[config.mk]
export PLATFORM = sky130hd
export DESIGN_NAME = byte_range_block_splitter
export DESIGN_NICKNAME = d
export VERILOG_FILES = /design/src/rtl/brbs_pkg.sv /design/src/rtl/brbs_ctrl.sv /design/src/rtl/brbs_dp.sv /design/src/rtl/byte_range_block_splitter.sv
export SDC_FILE = /design/constraint.sdc
export NUM_CORES = 2
export LEC_CHECK = 0
export ABC_AREA = 1
export BUFFER_PORTS_ARGS = -buffer_cell sky130_fd_sc_hd__buf_2
export CAP_MARGIN = 20
export CORE_MARGIN = 2
export CORE_UTILIZATION = 50
export CTS_BUF_LIST = sky130_fd_sc_hd__clkbuf_4 sky130_fd_sc_hd__clkbuf_8
export CTS_CLUSTER_DIAMETER = 50
export DETAILED_ROUTE_END_ITERATION = 10
export MAX_ROUTING_LAYER = met4
export PLACE_DENSITY = 0.74
export SLEW_MARGIN = 10
export SYNTH_ARGS = -nofsm -noshare
export SYNTH_HDL_FRONTEND = slang
export SYNTH_SLANG_ARGS = --single-unit
[constraint.sdc]
create_clock -name i_clk -period 10.6 [get_ports i_clk]
set_clock_uncertainty 0.15 [all_clocks]
set_input_delay 3.18 -clock i_clk [delete_from_list [all_inputs] [get_ports i_clk]]
set_output_delay 3.18 -clock i_clk [all_outputs]
set_load 0.02 [all_outputs]
[src/rtl/brbs_pkg.sv]
`timescale 1ns / 1ps
package brbs_pkg;

    localparam int MAX_BLOCK_BYTES = 4096;
    localparam int MAX_CHUNKS      = 64;
    localparam int CHUNK_SHIFT     = $clog2(MAX_CHUNKS);

    localparam int ADDR_W   = 32;
    localparam int LEN_W    = 18;
    localparam int BSIZE_W  = 13;
    localparam int BOFF_W   = 12;
    localparam int BCOUNT_W = 32;
    localparam int TOTAL_W  = BSIZE_W + BCOUNT_W;
    localparam int LIMIT_W  = BSIZE_W + CHUNK_SHIFT;
    localparam int DIV_CNT_W = $clog2(ADDR_W) + 1;

    typedef enum logic [2:0] {
        ST_OK     = 3'd0,
        ST_ABSENT = 3'd1,
        ST_RANGE  = 3'd2,
        ST_CHUNKS = 3'd3,
        ST_EMPTY  = 3'd4
    } t_status;

    typedef enum logic [1:0] {
        KIND_RD_FULL = 2'd0,
        KIND_RD_PART = 2'd1,
        KIND_WR_FULL = 2'd2,
        KIND_WR_PART = 2'd3
    } t_kind;

    typedef enum logic [1:0] {
        REG_PRESENT = 2'd0,
        REG_BSIZE   = 2'd1,
        REG_BCOUNT  = 2'd2
    } t_reg;

    typedef enum logic [2:0] {
        S_IDLE,
        S_MUL,
        S_CHECK,
        S_DIV,
        S_LIMIT,
        S_EMIT,
        S_ERR
    } t_state;

    typedef struct packed {
        logic    load;
        logic    mul;
        logic    div_init;
        logic    div_step;
        logic    out_chunk;
        logic    out_err;
        t_status err_code;
    } t_cmd;

    typedef struct packed {
        logic absent;
        logic range_err;
        logic empty;
        logic chunk_err;
        logic div_done;
        logic out_free;
        logic chunk_last;
    } t_sts;

endpackage

[src/rtl/brbs_ctrl.sv]
`timescale 1ns / 1ps
module brbs_ctrl (
    input  logic            i_clk,
    input  logic            i_rst_n,
    input  logic            i_valid,
    output logic            o_ready,
    input  brbs_pkg::t_sts  i_sts,
    output brbs_pkg::t_cmd  o_cmd
);

    brbs_pkg::t_state  r_state, n_state;
    brbs_pkg::t_status r_err, n_err;

    always_ff @(posedge i_clk) begin
        if (!i_rst_n) begin
            r_state <= brbs_pkg::S_IDLE;
            r_err   <= brbs_pkg::ST_OK;
        end else begin
            r_state <= n_state;
            r_err   <= n_err;
        end
    end

    always_comb begin
        n_state = r_state;
        n_err   = r_err;
        unique case (r_state)
            brbs_pkg::S_IDLE: begin
                if (i_valid) n_state = brbs_pkg::S_MUL;
            end
            brbs_pkg::S_MUL: n_state = brbs_pkg::S_CHECK;
            brbs_pkg::S_CHECK: begin
                priority if (i_sts.absent) begin
                    n_err   = brbs_pkg::ST_ABSENT;
                    n_state = brbs_pkg::S_ERR;
                end else if (i_sts.range_err) begin
                    n_err   = brbs_pkg::ST_RANGE;
                    n_state = brbs_pkg::S_ERR;
                end else if (i_sts.empty) begin
                    n_err   = brbs_pkg::ST_EMPTY;
                    n_state = brbs_pkg::S_ERR;
                end else begin
                    n_state = brbs_pkg::S_DIV;
                end
            end
            brbs_pkg::S_DIV: begin
                if (i_sts.div_done) n_state = brbs_pkg::S_LIMIT;
            end
            brbs_pkg::S_LIMIT: begin
                if (i_sts.chunk_err) begin
                    n_err   = brbs_pkg::ST_CHUNKS;
                    n_state = brbs_pkg::S_ERR;
                end else begin
                    n_state = brbs_pkg::S_EMIT;
                end
            end
            brbs_pkg::S_EMIT: begin
                if (i_sts.out_free && i_sts.chunk_last) n_state = brbs_pkg::S_IDLE;
            end
            brbs_pkg::S_ERR: begin
                if (i_sts.out_free) n_state = brbs_pkg::S_IDLE;
            end
            default: n_state = brbs_pkg::S_IDLE;
        endcase
    end

    always_comb begin
        o_ready        = (r_state == brbs_pkg::S_IDLE);
        o_cmd          = '0;
        o_cmd.err_code = r_err;
        unique case (r_state)
            brbs_pkg::S_IDLE:  o_cmd.load = i_valid;
            brbs_pkg::S_MUL:   o_cmd.mul  = 1'b1;
            brbs_pkg::S_CHECK: o_cmd.div_init = 1'b1;
            brbs_pkg::S_DIV:   o_cmd.div_step = !i_sts.div_done;
            brbs_pkg::S_LIMIT: o_cmd.div_step = 1'b0;
            brbs_pkg::S_EMIT:  o_cmd.out_chunk = i_sts.out_free;
            brbs_pkg::S_ERR:   o_cmd.out_err = i_sts.out_free;
            default:           o_cmd = '0;
        endcase
    end

endmodule

[src/rtl/brbs_dp.sv]
`timescale 1ns / 1ps
module brbs_dp (
    input  logic                            i_clk,
    input  logic                            i_rst_n,
    input  brbs_pkg::t_cmd                  i_cmd,
    output brbs_pkg::t_sts                  o_sts,
    input  logic                            i_func,
    input  logic [brbs_pkg::ADDR_W-1:0]     i_byte_offset,
    input  logic [brbs_pkg::LEN_W-1:0]      i_length,
    input  logic                            i_present,
    input  logic [brbs_pkg::BSIZE_W-1:0]    i_bsize,
    input  logic [brbs_pkg::BCOUNT_W-1:0]   i_bcount,
    input  logic                            i_out_ready,
    output logic                            o_out_valid,
    output brbs_pkg::t_status               o_status,
    output brbs_pkg::t_kind                 o_kind,
    output logic [brbs_pkg::ADDR_W-1:0]     o_block_number,
    output logic [brbs_pkg::BOFF_W-1:0]     o_block_offset,
    output logic [brbs_pkg::BSIZE_W-1:0]    o_chunk_length,
    output logic [brbs_pkg::LEN_W-1:0]      o_buffer_offset,
    output logic                            o_last
);

    logic                             r_wr;
    logic [brbs_pkg::ADDR_W-1:0]      r_start;
    logic [brbs_pkg::LEN_W-1:0]       r_len;
    logic [brbs_pkg::TOTAL_W-1:0]     r_total;
    logic [brbs_pkg::ADDR_W-1:0]      r_quo;
    logic [brbs_pkg::BOFF_W-1:0]      r_rem;
    logic [brbs_pkg::DIV_CNT_W-1:0]   r_cnt;
    logic [brbs_pkg::LEN_W-1:0]       r_done;
    logic [brbs_pkg::LEN_W-1:0]       r_left;
    logic                             r_ovalid;

    logic [brbs_pkg::TOTAL_W-1:0]     w_prod;
    logic [brbs_pkg::ADDR_W:0]        w_end;
    logic [brbs_pkg::BSIZE_W-1:0]     w_trial;
    logic                             w_qbit;
    logic [brbs_pkg::BSIZE_W-1:0]     w_room;
    logic                             w_last;
    logic [brbs_pkg::BSIZE_W-1:0]     w_chunk;
    logic                             w_full;
    brbs_pkg::t_kind                  w_kind;

    assign w_prod  = i_bsize * i_bcount;
    assign w_end   = (brbs_pkg::ADDR_W+1)'(r_start) + (brbs_pkg::ADDR_W+1)'(r_len);
    assign w_trial = {r_rem, r_quo[brbs_pkg::ADDR_W-1]};
    assign w_qbit  = (w_trial >= i_bsize);
    assign w_room  = i_bsize - {1'b0, r_rem};
    assign w_last  = (r_left <= brbs_pkg::LEN_W'(w_room));
    assign w_chunk = w_last ? r_left[brbs_pkg::BSIZE_W-1:0] : w_room;
    assign w_full  = (r_rem == '0) && (w_chunk == i_bsize);

    always_comb begin
        unique case ({r_wr, w_full})
            2'b00:   w_kind = brbs_pkg::KIND_RD_PART;
            2'b01:   w_kind = brbs_pkg::KIND_RD_FULL;
            2'b10:   w_kind = brbs_pkg::KIND_WR_PART;
            default: w_kind = brbs_pkg::KIND_WR_FULL;
        endcase
    end

    always_comb begin
        o_sts.absent     = !i_present || (i_bsize == '0)
                           || (i_bsize > brbs_pkg::BSIZE_W'(brbs_pkg::MAX_BLOCK_BYTES));
        o_sts.range_err  = (brbs_pkg::TOTAL_W'(w_end) > r_total);
        o_sts.empty      = (r_len == '0);
        o_sts.chunk_err  = (brbs_pkg::LIMIT_W'(r_rem) + brbs_pkg::LIMIT_W'(r_len))
                           > (brbs_pkg::LIMIT_W'(i_bsize) << brbs_pkg::CHUNK_SHIFT);
        o_sts.div_done   = (r_cnt == '0);
        o_sts.out_free   = !r_ovalid || i_out_ready;
        o_sts.chunk_last = w_last;
    end

    always_ff @(posedge i_clk) begin
        if (i_cmd.load) begin
            r_wr    <= i_func;
            r_start <= i_byte_offset;
            r_len   <= i_length;
        end
        if (i_cmd.mul) r_total <= w_prod;

        if (i_cmd.div_init) begin
            r_quo  <= r_start;
            r_rem  <= '0;
            r_cnt  <= brbs_pkg::DIV_CNT_W'(brbs_pkg::ADDR_W);
            r_done <= '0;
            r_left <= r_len;
        end else if (i_cmd.div_step) begin
            r_quo <= {r_quo[brbs_pkg::ADDR_W-2:0], w_qbit};
            r_rem <= w_qbit ? brbs_pkg::BOFF_W'(w_trial - i_bsize)
                            : w_trial[brbs_pkg::BOFF_W-1:0];
            r_cnt <= r_cnt - 1'b1;
        end else if (i_cmd.out_chunk) begin
            r_quo  <= r_quo + 1'b1;
            r_rem  <= '0;
            r_done <= r_done + brbs_pkg::LEN_W'(w_chunk);
            r_left <= r_left - brbs_pkg::LEN_W'(w_chunk);
        end
    end

    // output word register
    always_ff @(posedge i_clk) begin
        if (!i_rst_n) begin
            r_ovalid <= 1'b0;
        end else if (i_cmd.out_chunk || i_cmd.out_err) begin
            r_ovalid <= 1'b1;
        end else if (i_out_ready) begin
            r_ovalid <= 1'b0;
        end
    end

    always_ff @(posedge i_clk) begin
        if (i_cmd.out_chunk) begin
            o_status        <= brbs_pkg::ST_OK;
            o_kind          <= w_kind;
            o_block_number  <= r_quo;
            o_block_offset  <= r_rem;
            o_chunk_length  <= w_chunk;
            o_buffer_offset <= r_done;
            o_last          <= w_last;
        end else if (i_cmd.out_err) begin
            o_status        <= i_cmd.err_code;
            o_kind          <= brbs_pkg::KIND_RD_FULL;
            o_block_number  <= '0;
            o_block_offset  <= '0;
            o_chunk_length  <= '0;
            o_buffer_offset <= '0;
            o_last          <= 1'b1;
        end
    end

    assign o_out_valid = r_ovalid;

endmodule

[src/rtl/byte_range_block_splitter.sv]
`timescale 1ns / 1ps
// Channel   Handshake             Payload
// request   i_valid / o_ready     i_func, i_byte_offset, i_length
// command   o_valid / i_ready     o_status, o_kind, o_block_number, o_block_offset,
//                                 o_chunk_length, o_buffer_offset, o_last
// config    psel/penable/pwrite   paddr, pwdata, prdata (pready tied high)
//
// No disk, out of range or empty: the single word follows states MUL, CHECK and ERR.
// A valid request passes MUL, CHECK, DIV and LIMIT before EMIT; in DIV the bit-serial
// divider finds the first block and offset, then EMIT sends one command per cycle
// while the output is free. Over the chunk limit, the error word follows LIMIT.
// A stalled output holds the command generator; the next request is taken while the
// final word still waits. Synchronous active-low reset; block_size resets to 512.
module byte_range_block_splitter (
    input  logic                            i_clk,
    input  logic                            i_rst_n,
    input  logic                            i_valid,
    output logic                            o_ready,
    input  logic                            i_func,
    input  logic [31:0]                     i_byte_offset,
    input  logic [17:0]                     i_length,
    output logic                            o_valid,
    input  logic                            i_ready,
    output logic [2:0]                      o_status,
    output logic [1:0]                      o_kind,
    output logic [31:0]                     o_block_number,
    output logic [11:0]                     o_block_offset,
    output logic [12:0]                     o_chunk_length,
    output logic [17:0]                     o_buffer_offset,
    output logic                            o_last,
    input  logic                            psel,
    input  logic                            penable,
    input  logic                            pwrite,
    input  logic [3:0]                      paddr,
    input  logic [31:0]                     pwdata,
    output logic [31:0]                     prdata,
    output logic                            pready
);

    logic                                   r_present;
    logic [brbs_pkg::BSIZE_W-1:0]           r_bsize;
    logic [brbs_pkg::BCOUNT_W-1:0]          r_bcount;
    brbs_pkg::t_reg                         w_reg;
    brbs_pkg::t_cmd                         w_cmd;
    brbs_pkg::t_sts                         w_sts;
    brbs_pkg::t_status                      w_status;
    brbs_pkg::t_kind                        w_kind;

    assign w_reg  = brbs_pkg::t_reg'(paddr[3:2]);
    assign pready = 1'b1;

    always_ff @(posedge i_clk) begin
        if (!i_rst_n) begin
            r_present <= 1'b0;
            r_bsize   <= brbs_pkg::BSIZE_W'(512);
            r_bcount  <= '0;
        end else if (psel && penable && pwrite) begin
            unique case (w_reg)
                brbs_pkg::REG_PRESENT: r_present <= pwdata[0];
                brbs_pkg::REG_BSIZE:   r_bsize   <= pwdata[brbs_pkg::BSIZE_W-1:0];
                brbs_pkg::REG_BCOUNT:  r_bcount  <= pwdata;
                default:               r_present <= r_present;
            endcase
        end
    end

    always_comb begin
        unique case (w_reg)
            brbs_pkg::REG_PRESENT: prdata = {31'b0, r_present};
            brbs_pkg::REG_BSIZE:   prdata = 32'(r_bsize);
            brbs_pkg::REG_BCOUNT:  prdata = r_bcount;
            default:               prdata = '0;
        endcase
    end

    brbs_ctrl u_ctrl (
        .i_clk   (i_clk),
        .i_rst_n (i_rst_n),
        .i_valid (i_valid),
        .o_ready (o_ready),
        .i_sts   (w_sts),
        .o_cmd   (w_cmd)
    );

    brbs_dp u_dp (
        .i_clk           (i_clk),
        .i_rst_n         (i_rst_n),
        .i_cmd           (w_cmd),
        .o_sts           (w_sts),
        .i_func          (i_func),
        .i_byte_offset   (i_byte_offset),
        .i_length        (i_length),
        .i_present       (r_present),
        .i_bsize         (r_bsize),
        .i_bcount        (r_bcount),
        .i_out_ready     (i_ready),
        .o_out_valid     (o_valid),
        .o_status        (w_status),
        .o_kind          (w_kind),
        .o_block_number  (o_block_number),
        .o_block_offset  (o_block_offset),
        .o_chunk_length  (o_chunk_length),
        .o_buffer_offset (o_buffer_offset),
        .o_last          (o_last)
    );

    assign o_status = w_status;
    assign o_kind   = w_kind;

endmodule

======== Yosys cells after proc, flatten, opt, wreduce, memory -nomap -nowiden ========
Cells that the tools add are included.
cells by class
  add/subtract/negate cells ............... 8
  multipliers ............................. 1
  order comparisons ....................... 5
  equal/unequal tests ..................... 18
  mux-type cells .......................... 47
  bitwise gates (word level) .............. 1
  reduce and logical (&&, ||, !) cells .... 32
operators by type and width
  kind                                                    count
  2-to-1 mux 32 bit                                       5
  one-hot mux 32 bit (3 select lines)                     1
  2-to-1 mux 18 bit                                       5
  2-to-1 mux 12 bit                                       5
  greater-than comparator 33 x 45 -> 1 bit                1
  multiplier 13 x 32 -> 45 bit                            1
  2-to-1 mux 13 bit                                       3
  2-to-1 mux 3 bit                                        12
  adder 32 x 18 -> 33 bit                                 1
  adder 32 x 1 -> 32 bit (second input constant)          1
  one-hot mux 3 bit (7 select lines)                      1
  adder 12 x 18 -> 19 bit                                 1
  greater-than comparator 19 bit                          1
  adder 18 x 13 -> 18 bit                                 1
  less-or-equal comparator 18 x 13 -> 1 bit               1
  logical NOT 18 bit                                      1
  subtractor 18 x 13 -> 18 bit                            1
  equality test 13 bit                                    1
  greater-or-equal comparator 13 bit                      1
  greater-than comparator 13 bit (second input constant)  1
  logical NOT 13 bit                                      1
  subtractor 13 x 12 -> 13 bit                            1
  logical NOT 12 bit                                      1
  subtractor 12 bit                                       1
  26 further kinds                                        63
word-level totals
  register bits after elaboration ......... 316
  input bits .............................. 94
  output and inout port bits .............. 116
  logic and storage cells ................. 134

======== Longest topological paths before layout ========
  depth in word-level cells ............... 8
  gate-level depth with buffers ........... 47
  depth with buffers taken out ............ 46

======== By module ========
A second synthesis with hierarchy kept.
unflattened totals
  cells, all modules ...................... 3919
  area total of the unflattened synthesis .. 31810.5 um^2
modules (own cells, without submodules)
  module                     times used  cells an instance  area each (um^2)  seq. area each (um^2)
  brbs_dp                    1           3460               29035.3           7527.2
  byte_range_block_splitter  1           375                2287.2            920.9
  brbs_ctrl                  1           84                 488.0             120.1

======== Worst setup path before layout ========
Ideal clock, no wire load.
  kind .................................... input to output
  from .................................... in paddr[3]
  to ...................................... out prdata[21]
  arrival time ............................ 4.177 ns
  required time ........................... 7.270 ns
  slack ................................... 3.093 ns
  cell stages on the path ................. 6
  path buffers ............................ 2
  cells stage by stage .................... inv_1 -> nor2_1 -> inv_1 -> clkbuf_1 -> clkbuf_1 -> nor2_1
between the ends
  cells in the longest elaborated chain, start to end .. 2
  elaborated cells between the ends (all ways) .. 4
  classes of those cells .................. 2 x eq/ne; 1 x mux; 1 x reduce/logical
RTL lines
  what                                               line                             text
  from (decl)                                        byte_range_block_splitter.sv:34  input logic [3:0] paddr,
  equality test 2 bit, or another cell as far along  byte_range_block_splitter.sv:68  unique case (w_reg)
  one-hot mux 32 bit (3 select lines) (*)            byte_range_block_splitter.sv:68
  to (decl)                                          byte_range_block_splitter.sv:36  output logic [31:0] prdata,
Mark *: on every way between the ends. The rest lies on a longest branch, timed or not.

======== Worst setup path after layout ========
  from .................................... in paddr[3]
  to ...................................... out prdata[13]
The elaborated chain is that of the path after synthesis.

==> impl_metrics.csv <==
group,metric,value,unit
run_status,status,"finished clean",
floorplanning,rows,91,
floorplanning,start_util,0.503,
cts,cts_setup_buffers,0,
placed_design,numPortBuffers,206,
setup_path,crit_required,7.27,ns
power,p_per_area,200,nW/um2
global_routing,antenna_found_initial,3,
synth,yosysWarnings,0,
cts,clockBufferDepth,3,
detailed_routing,ant_nets,0,
setup_path,endpoint_kind,"primary output",
min_path,hold_end,"u_dp.r_cnt[2]",
floorplanning,die_x,253,um
timing,slew_viol_final,0,
synth,synth_cells,3732,
synth,synth_ff_type,"edfxtp_1",
synth,syn_nets,4391,
global_routing,grt_use_total,0.276,
cts,path_clk_slew,0.07,ns
setup_path,r2r_start,"r_bsize[0]",
timing,hold_viol,0,
global_routing,grt_pass1_vias,25900,
detailed_routing,wirelength,83.3,mm
global_routing,grt_overflow_total,0,
detailed_routing,viasPerCell,5.40,
setup_path,ff2ff_path_depth,43,
detailed_routing,wl_met2,40.5,mm
detailed_routing,avgRoutedWirePerCell,17.6,um
timing,fin_crit,8.45,ns
synth,syn_avg_cell_area,8.29,um2
setup_path,worst-setup-path-type,"in -> out",
synth,synth_top_area_cell,"edfxtp_1",
floorplanning,core_area,61500,um2
job,cap_viol_max_count,0,
cells_and_area,final_layout_size_suffix_gt1_frac,0.0971,
cts,clock_sinks,316,
cells_and_area,fill_cells,5636,
timing,max_slew.worst_pin.slew,1.01,ns
cts,cts_tree,"yes",
detailed_routing,drc,0,
synth,synth.area.top_cells,"edfxtp_1 (22%), fa_1 (22%), nand2_1 (9.8%), ha_1 (9.3%), inv_1 (9.1%)",
cts,cts_resized,0,
detailed_routing,vias,25600,
min_path,worstHoldStart,"u_dp.r_cnt[2]",
synth,yosysTopAreaCellShare,0.217,
cells_and_area,regArea,8570,um2
cells_and_area,area_growth,9.96,%
cts,cts_root_buffer,"clkbuf_8",
setup_path,path_max_fanout,20,
timing,slew_headroom,0.323,
cts,cts_made_buffers,59,
detailed_routing,wl_met3,6.13,mm
floorplanning,dieArea,63900,um2
detailed_routing,m1WireLength,33.8,mm
synth,ys_ff_latch,316,
synth,synth_common_cells,"nand2_1 (811), inv_1 (750), fa_1 (335)",
synth,synth_cell_types,61,
floorplanning,io_pins,210,
setup_path,arrival,5.12,ns
detailed_routing,routed.top_layer,"met4",
cells_and_area,nets,4553,
placed_design,gp_congestion,0.993,
cells_and_area,multi_input_comb_area,19000,um2
detailed_routing,drt_iter0_markers,1579,
timing,grt_setup_unrepaired,"false",
cts,h-tree-depth,2,
cts,clk_latency,0.72,ns
min_path,holdPathStages,2,
setup_path,r2r_end,"u_dp.r_done[17]",
synth,yosysSeqAreaShare,0.277,
power,irDropWorstVdd,129,uV
floorplanning,die_h,253,um
power,power,6.80,mW
setup_path,reg2reg_slack,2.90,ns
timing,max_freq,118,MHz
synth,async_flop_share,0,
synth,netlist_area,30900,um2
synth,synth_most_common_cell,"nand2_1",
placed_design,dp_hpwl,64.0,mm
timing,tns,0,ns
timing,fin_ws,2.15,ns
placed_design,pre_cts_ws,2.13,ns
power,p_leak,17.3,nW
timing,setup_viol,0,
cells_and_area,final_core_util,0.553,
timing,period_share,0.797,
detailed_routing,dr.pass1.iters,8,
global_routing,grt_pass1_wl,135,mm
global_routing,grt_max_degree,79,
synth,synth_edf_count,224,
min_path,hp-class,"reg -> reg",
cts,holdBufCountCts,0,
setup_path,cp-start-kind,"input pin",
## placed cells by master (no fill, tap or decap), types with 5 or more instances in the layout
cell	count
clkinv_1	14
a21oi_1	211
buf_4	27
o31ai_1	6
xnor2_1	32
o21a_1	13
clkbuf_4	9
dfxtp_1	89
bufinv_16	7
nor3_1	44
o22ai_1	10
o221ai_1	13
o211ai_1	11
edfxtp_1	224
ha_1	230
o21ai_2	8
nand2_2	6
inv_1	749
clkbuf_8	59
xor2_1	97
nand3_1	89
a21o_1	5
clkinv_2	12
nor2_1	270
nand4_1	44
or2_2	7
nor4_1	23
o21bai_1	8
a31oi_1	19
inv_2	6
o21ai_0	171
nand2_1	810
fa_1	335
buf_2	207
o21ai_1	14
## through the flow
stage / area (um2) / cells / hold slack, ns
after global routing: 34000 / 4737 / 0.341
after global placement: 32700 / 4620 / 0.294
after floorplan: 30900 / 3732 / 0.282
after CTS: 34000 / 4732 / 0.315
final: 34000 / 4738 / 0.314
after detailed placement: 32700 / 4621 / 0.306
## layout make-up
cell class,count,share of cell area
tap,790,0.0290
inverter,756,0.0834
sequential,316,0.252
antenna,4,0.000294
timing repair buffer,236,0.0376
clock inverter,43,0.0127
multi-input combinational,2525,0.559
clock buffer,68,0.0258
## critical path, cell delays in order
cell and delay [ns]:
buf_2 0.10, inv_1 0.05, nor2_1 0.61, inv_1 0.69, nor2_1 0.27, buf_2 0.20
## cell families after synthesis
kind of cell    share of synthesized area
buf+inv                             0.109
fa+ha+maj                           0.310
other cells                      0.000121
compound gates                     0.0939
simple gates                        0.174
xor+xnor                           0.0365
flops                               0.277
## power breakdown
part           leakage, nW  total (mW)  switching, mW  internal, mW
clock                0.677        1.33          0.589         0.740
combinational         13.8        3.44           2.23          1.21
sequential            2.84        2.03          0.285          1.74
total                 17.3        6.80           3.11          3.69
## per-layer routing
layer / vias to the layer above / track usage
met1: 12400 / 0.342
met3: 204 / 0.0388
met4: 0 / 0.105
met2: 905 / 0.461
met5: - / -
li1: 12100 / -
## sequential cells by signal (all words and copies together) (netlist names), 13 cells and up
signal,flops
u_dp.r_total,45
r_bcount,32
u_dp.o_block_number,32
u_dp.r_quo,32
u_dp.r_start,32
u_dp.o_buffer_offset,18
u_dp.r_done,18
u_dp.r_left,18
u_dp.r_len,18
r_bsize,13
u_dp.o_chunk_length,13
## worst max path at each step
| stage | to | slack [ns] | startpoint |
|---|---|---|---|
| 3_5_place_dp | prdata[13] | 2.13 | paddr[3] |
| 4_1_cts | prdata[13] | 2.13 | paddr[3] |
| 6_report | prdata[13] | 2.15 | paddr[3] |
| 2_1_floorplan | prdata[21] | 3.09 | paddr[3] |
| 3_3_place_gp | prdata[19] | 2.28 | paddr[3] |
| 5_1_grt | prdata[13] | 1.88 | paddr[3] |
Power figures use the tool's default switching activity.
